### src/aedq_pkg.sv
// Shared types and constants for the error-bounded binary32 dequantizer.
// No dependencies.
package aedq_pkg;

    localparam int unsigned QBits     = 23;
    localparam logic [31:0] CanonNan  = 32'h7FC0_0000;

    // Input stage to compute stage
    typedef struct packed {
        logic        is_bin;
        logic [22:0] bin;
        logic [31:0] word;
        logic        last;
    } aedq_item_t;

endpackage

### src/abs_error_dequantizer_fp32.sv
// Error-bounded binary32 dequantizer: one word in, one out per unstalled cycle.
// Depends on aedq_pkg, aedq_scale, aedq_mul.
//
// Each transaction passes an input register and a result register, and a new word
// is taken each cycle unless the output stalls; the multiply between the registers
// sets the clock. A bin below 2^23 is zigzag-decoded and scaled by twice the
// error bound; other words pass unchanged. Write error_bound only while idle.
module abs_error_dequantizer_fp32
    import aedq_pkg::*;
(
    input  logic        aclk,
    input  logic        aresetn,
    input  logic        cfg_we,
    input  logic [31:0] cfg_wdata,
    input  logic        s_tvalid,
    output logic        s_tready,
    input  logic [31:0] s_tdata,   // [31:0] code_word
    input  logic        s_tlast,
    output logic        m_tvalid,
    input  logic        m_tready,
    output logic [31:0] m_tdata,   // [31:0] value_bits
    output logic        m_tlast
);

    logic [31:0] eb_reg;
    logic [31:0] eb2_reg;
    logic [31:0] eb2_next;
    logic        v1_reg, v2_reg;
    aedq_item_t  it_reg;
    logic [31:0] res_reg;
    logic        last_reg;
    logic [31:0] prod;
    logic        adv2, adv1;

    aedq_scale u_scale (.eb_bits(eb_reg), .eb2_bits(eb2_next));
    aedq_mul   u_mul   (.bin(it_reg.bin), .scale_bits(eb2_reg), .prod_bits(prod));

    assign adv2     = v1_reg && (!v2_reg || m_tready);
    assign adv1     = !v1_reg || adv2;
    assign s_tready = adv1;
    assign m_tvalid = v2_reg;
    assign m_tdata  = res_reg;
    assign m_tlast  = last_reg;

    always_ff @(posedge aclk) begin
        if (!aresetn) begin
            eb_reg  <= '0;
            eb2_reg <= '0;
            v1_reg  <= 1'b0;
            v2_reg  <= 1'b0;
        end else begin
            if (cfg_we) eb_reg <= cfg_wdata;
            eb2_reg <= eb2_next;
            if (adv1) v1_reg <= s_tvalid;
            if (adv2) v2_reg <= 1'b1;
            else if (m_tready) v2_reg <= 1'b0;
        end
    end

    always_ff @(posedge aclk) begin
        if (adv1) begin
            it_reg.is_bin <= (s_tdata[31:QBits] == '0);
            it_reg.bin    <= s_tdata[QBits-1:0];
            it_reg.word   <= s_tdata;
            it_reg.last   <= s_tlast;
        end
        if (adv2) begin
            res_reg  <= it_reg.is_bin ? prod : it_reg.word;
            last_reg <= it_reg.last;
        end
    end

    a_hold: assert property (@(posedge aclk) disable iff (!aresetn)
        m_tvalid && !m_tready |=> m_tvalid && $stable(m_tdata))
        else $error("result dropped under stall");
    a_pass: assert property (@(posedge aclk) disable iff (!aresetn)
        adv2 && !it_reg.is_bin |=> m_tdata == $past(it_reg.word))
        else $error("raw word altered");
    a_ready: assert property (@(posedge aclk) disable iff (!aresetn)
        !v1_reg |-> s_tready)
        else $error("empty stage refused input");

endmodule

### src/aedq_scale.sv
// Doubles the binary32 error bound with round-to-nearest-even, subnormals kept.
// Depends on aedq_pkg.
module aedq_scale
    import aedq_pkg::*;
(
    input  logic [31:0] eb_bits,
    output logic [31:0] eb2_bits
);

    logic [7:0]  exp_f;
    logic [22:0] man_f;

    always_comb begin
        exp_f = eb_bits[30:23];
        man_f = eb_bits[22:0];
        eb2_bits = eb_bits;
        if (exp_f == 8'hFF) begin
            // NaN or infinity: keep; NaN output gets canonicalized later
            eb2_bits = eb_bits;
        end else if (exp_f == 8'd0) begin
            // subnormal doubling is a shift, may carry into the normal range
            eb2_bits = {eb_bits[31], 7'd0, man_f, 1'b0};
        end else if (exp_f == 8'hFE) begin
            eb2_bits = {eb_bits[31], 8'hFF, 23'd0};
        end else begin
            eb2_bits = {eb_bits[31], exp_f + 8'd1, man_f};
        end
    end

endmodule

### src/aedq_mul.sv
// Binary32 product of a zigzag-coded 23-bit integer and a binary32 scale, RNE.
// Depends on aedq_pkg.
module aedq_mul
    import aedq_pkg::*;
(
    input  logic [22:0] bin,
    input  logic [31:0] scale_bits,
    output logic [31:0] prod_bits
);

    logic        q_neg;
    logic [22:0] q_mag;     // up to 2^22
    logic        s_sign;
    logic [7:0]  s_exp;
    logic [23:0] s_sig;
    logic [46:0] p;
    logic [5:0]  lz;
    logic [46:0] pn;
    logic signed [10:0] e;  // exponent of pn msb, biased
    logic [5:0]  rsh;
    logic [47:0] pr;        // pn with a sticky shifting slot
    logic [23:0] kept;
    logic        g, st;
    logic [24:0] rnd;
    logic signed [10:0] ef;
    logic        sign;

    always_comb begin
        q_neg  = bin[0];
        q_mag  = q_neg ? ({1'b0, bin[22:1]} + 23'd1) : {1'b0, bin[22:1]};
        s_sign = scale_bits[31];
        s_exp  = scale_bits[30:23];
        s_sig  = {(s_exp != 8'd0), scale_bits[22:0]};
        sign   = q_neg ^ s_sign;
        p      = q_mag * s_sig;
        lz = 6'd0;
        for (int i = 0; i < 47; i++) begin
            if (p[i]) lz = 6'(46 - i);
        end
        pn = p << lz;
        // value = pn * 2^(Es - 150 - 46 + 46 - lz); msb weight exponent:
        e = $signed({3'd0, s_exp}) + ((s_exp == 8'd0) ? 11'sd1 : 11'sd0)
            + 11'sd23 - $signed({5'd0, lz});
        rsh = 6'd0;
        if (e < 11'sd1) begin
            rsh = (e < -11'sd25) ? 6'd26 : 6'(11'sd1 - e);
        end
        pr = {pn, 1'b0} >> rsh;
        st = |({pn, 1'b0} & ~(48'hFFFF_FFFF_FFFF << rsh));
        kept = pr[47:24];
        g    = pr[23];
        st   = st | (|pr[22:0]);
        rnd  = {1'b0, kept} + {24'd0, g & (st | kept[0])};
        ef   = (e < 11'sd1) ? 11'sd0 : e;
        if (rnd[24]) begin
            ef  = ef + 11'sd1;
            rnd = rnd >> 1;
        end else if (ef == 11'sd0 && rnd[23]) begin
            ef = 11'sd1;
        end
        if (s_exp == 8'hFF) begin
            if (scale_bits[22:0] != 23'd0 || q_mag == 23'd0) prod_bits = CanonNan;
            else prod_bits = {sign, 8'hFF, 23'd0};
        end else if (p == 47'd0) begin
            prod_bits = {sign, 31'd0};
        end else if (ef >= 11'sd255) begin
            prod_bits = {sign, 8'hFF, 23'd0};
        end else begin
            prod_bits = {sign, ef[7:0], rnd[22:0]};
        end
    end

endmodule

### config.mk
export PLATFORM = sky130hd
export DESIGN_NAME = abs_error_dequantizer_fp32
export DESIGN_NICKNAME = d
export VERILOG_FILES = /design/src/aedq_pkg.sv /design/src/abs_error_dequantizer_fp32.sv /design/src/aedq_scale.sv /design/src/aedq_mul.sv
export SDC_FILE = /design/constraint.sdc
export NUM_CORES = 2
export LEC_CHECK = 0
export BUFFER_PORTS_ARGS = -buffer_cell sky130_fd_sc_hd__buf_2
export CAP_MARGIN = 25
export CORE_AREA = 2 2 274 249
export CTS_CLUSTER_DIAMETER = 30
export CTS_CLUSTER_SIZE = 25
export DETAILED_ROUTE_END_ITERATION = 12
export DIE_AREA = 0 0 276 251
export PLACE_DENSITY = 0.71
export SETUP_SLACK_MARGIN = 0.5
export SYNTH_ARGS = -nofsm -noshare
export SYNTH_HDL_FRONTEND = slang
export SYNTH_SLANG_ARGS = --single-unit
### constraint.sdc
create_clock -name aclk -period 21.5 [get_ports aclk]
set_input_delay 0 -clock aclk [delete_from_list [all_inputs] [get_ports aclk]]
set_output_delay 0 -clock aclk [all_outputs]
set_load 0.02 [all_outputs]
==> run_results.csv <==
group,metric,value,unit
run_status,status,"finished, final reports clean",
critical_path,crit_path_end_kind,"flip-flop",
critical_path,start_kind,"flip-flop",
drt,wl_per_cell,27.2,um
global_routing,grt_max_degree,69,
yosys,synth_area,36200,sq um
die,die-width,276,um
timing,drv_slew,0,
critical_path,worstPathMaxFanout,41,
timing,hold_slack,0.259,ns
layout,finish.utilization,58.7,%
placed_design,gp_congestion,1.05,
die,die_h,251,um
global_routing,grt_first_pass_wirelength,219000,um
yosys,syn_inst,4398,
global_routing,antenna_found_initial,6,
layout,layout_commonest_cell,"inv_1",
layout,drive_above_1_share,9.74,%
yosys,ys_warn_count,0,
timing,worstMarginPinSlew,1.24,ns
cts,clkSinkCount,133,
timing,skew,0.0107,ns
flow_run,cap_violations,0,
yosys,syn-mean-instance-area,8.23,sq um
drt,ant_nets,0,
timing,rsz0062_at_grt,"false",
layout,layout.cells.non_filler,5336,
cts,clk_pin_slew,0.07,ns
critical_path,crit_arrival,19.09,ns
critical_path,required,21.75,ns
drt,drc,0,
min_path,hp-class,"primary input to flip-flop",
yosys,synth_nets,5127,
global_routing,grt_pass1_vias,35400,
yosys,synth_seq_cells,133,
cts,cts_tree,"done",
timing,min_period_over_period,87.6,%
timing,max_freq,53.1,MHz
yosys,yosysSeqAreaShare,9.21,%
critical_path,critPathLaunch,"it_reg[37]",
cts,clk_latency,0.43,ns
layout,nNetsFinal,5174,
critical_path,critPathSlowestCell,"nor2_1",
cts,cts_buffers,17,
global_routing,grt_overflow,0,
timing,setup_tns,0,ns
drt,drtIter0Drc,4830,
die,io_pins,105,
drt,drt_wl_total,145000,um
critical_path,path_class,"flip-flop to flip-flop",
timing,finalWorstPathRequiredPeriod,18.84,ns
global_routing,groute.usage.overall,41.2,%
timing,finalHoldViolations,0,
yosys,synthArstFlopShare,0,%
placed_design,dp.cells,5230,
yosys,synth-main-ff-cell,"edfxtp_1",
cts,htree_levels,4,
layout,areaGrowthSynthToFinish,7.84,%
die,row_count,90,
cts,clockRootBuffer,"clkbuf_16",
critical_path,timing.rr.start,"it_reg[37]",
layout,largest_register_ffs,34,
yosys,ys_types,126,
critical_path,cp_common_cell,"fa_1",
cts,clk_path_buf_depth,2,
die,start_util,54.5,%
die,core,66400,sq um
drt,drt_pre_antenna_iters,11,
drt,vias,35900,
die,die-area,69300,sq um
placed_design,dp_hpwl,112000,um
timing,setup_violations,0,
drt,via_per_inst,6.73,
min_path,hp-start,"aresetn",
layout,final_cell_mix,"inv_1, fa_1, nor2b_1",
timing,slew_headroom,16.8,%
placed_design,portBuffers,104,
critical_path,cp_slowest_stage_delay,0.85,ns
yosys,synth_edf_count,67,
## repair_timing
item | CTS | global route
buffers inserted | 0 | 0
hold buffers | 67 | 0
endpoints found under the setup margin | 0 | 0
resized for setup | 0 | 0
hold endpoints to repair | 68 | 0
## cell families after synthesis
| kind of cell | after synthesis | share of synthesized area, % |
|---|---|---|
| compound gates | 969 | 20.3 |
| buf+inv | 832 | 9.14 |
| simple gates | 1624 | 24.2 |
| mux | 79 | 2.28 |
| flops | 133 | 9.21 |
| xor+xnor | 100 | 2.42 |
| fa+ha+maj | 661 | 32.4 |
## layout make-up
type	count	area, sq um
Multi-Input combinational cell	3433	29800
Fill cell	5991	27400
Sequential cell	133	3330
Inverter	567	2130
Timing Repair Buffer	293	2120
Tap cell	874	1090
Clock buffer	17	425
Clock inverter	15	154
Antenna cell	4	10.0
## path summary, 6_finish.rpt
kind / end / slack [ns] / cells past startpoint
max: m_tdata[0] / 2.66 / 61
min: m_tvalid / 0.26 / 2
max reg2reg: m_tdata[0] / 2.66 / 61
min reg2reg: m_tlast / 0.44 / 0
## cells in the mapped netlist (12+ instances only)
master,n,area (sq um)
o22ai_1,47,294
buf_6,12,135
nor4_1,41,257
inv_1,561,2110
a211o_1,19,166
or2_2,21,131
dfxtp_1,66,1320
fa_1,461,9230
mux2i_1,64,641
o21ai_0,104,521
or3_1,25,156
nand2b_1,27,169
a32oi_1,12,105
a21oi_1,154,771
ha_1,198,2480
a211oi_1,69,518
and2_1,196,1230
o2111ai_1,25,219
o21ai_1,26,130
buf_4,12,90.1
nor3_1,116,581
o31ai_1,13,97.6
a22oi_1,51,383
a21o_1,39,293
a31oi_1,35,219
o221ai_1,33,289
o211ai_1,58,435
buf_2,38,190
nand3_1,126,631
xor2_1,31,272
mux2_2,12,135
nand2_1,310,1160
a221oi_1,20,175
nor2_1,234,878
xnor2_1,69,604
o211a_1,22,220
o21a_1,17,128
and3_1,41,257
nor2b_1,376,2350
clkbuf_1,192,721
nand4_1,35,219
edfxtp_1,67,2010
o32ai_1,17,149
## routing by layer
layer | GRT usage, % | share of wire, %
met3 | 12.7 | 13
met5 | 0 | 0.045
met4 | 16.2 | 4.7
met2 | 61.1 | 42
met1 | 56.3 | 40
## worst max-delay path: cells and delay by family (launching register included)
kind / cells / cell delay (ns)
compound gates: 19 / 4.19
xor+xnor: 2 / 0.46
fa+ha+maj: 12 / 5.06
buf+inv: 8 / 1.88
flops: 1 / 0.43
mux: 2 / 1.20
simple gates: 18 / 5.31
## per-stage QoR
stage                     setup WS, ns  cell area, sq um
after floorplan                   5.04             36200
after global placement            3.59             37700
after detailed placement          3.15             37700
after CTS                         3.21             39000
after global routing              1.52             39000
final                             2.66             39000
Power is left out: the tool's default activity adds up to more than one toggle a clock period on the data nets, which glitch-free logic cannot reach.
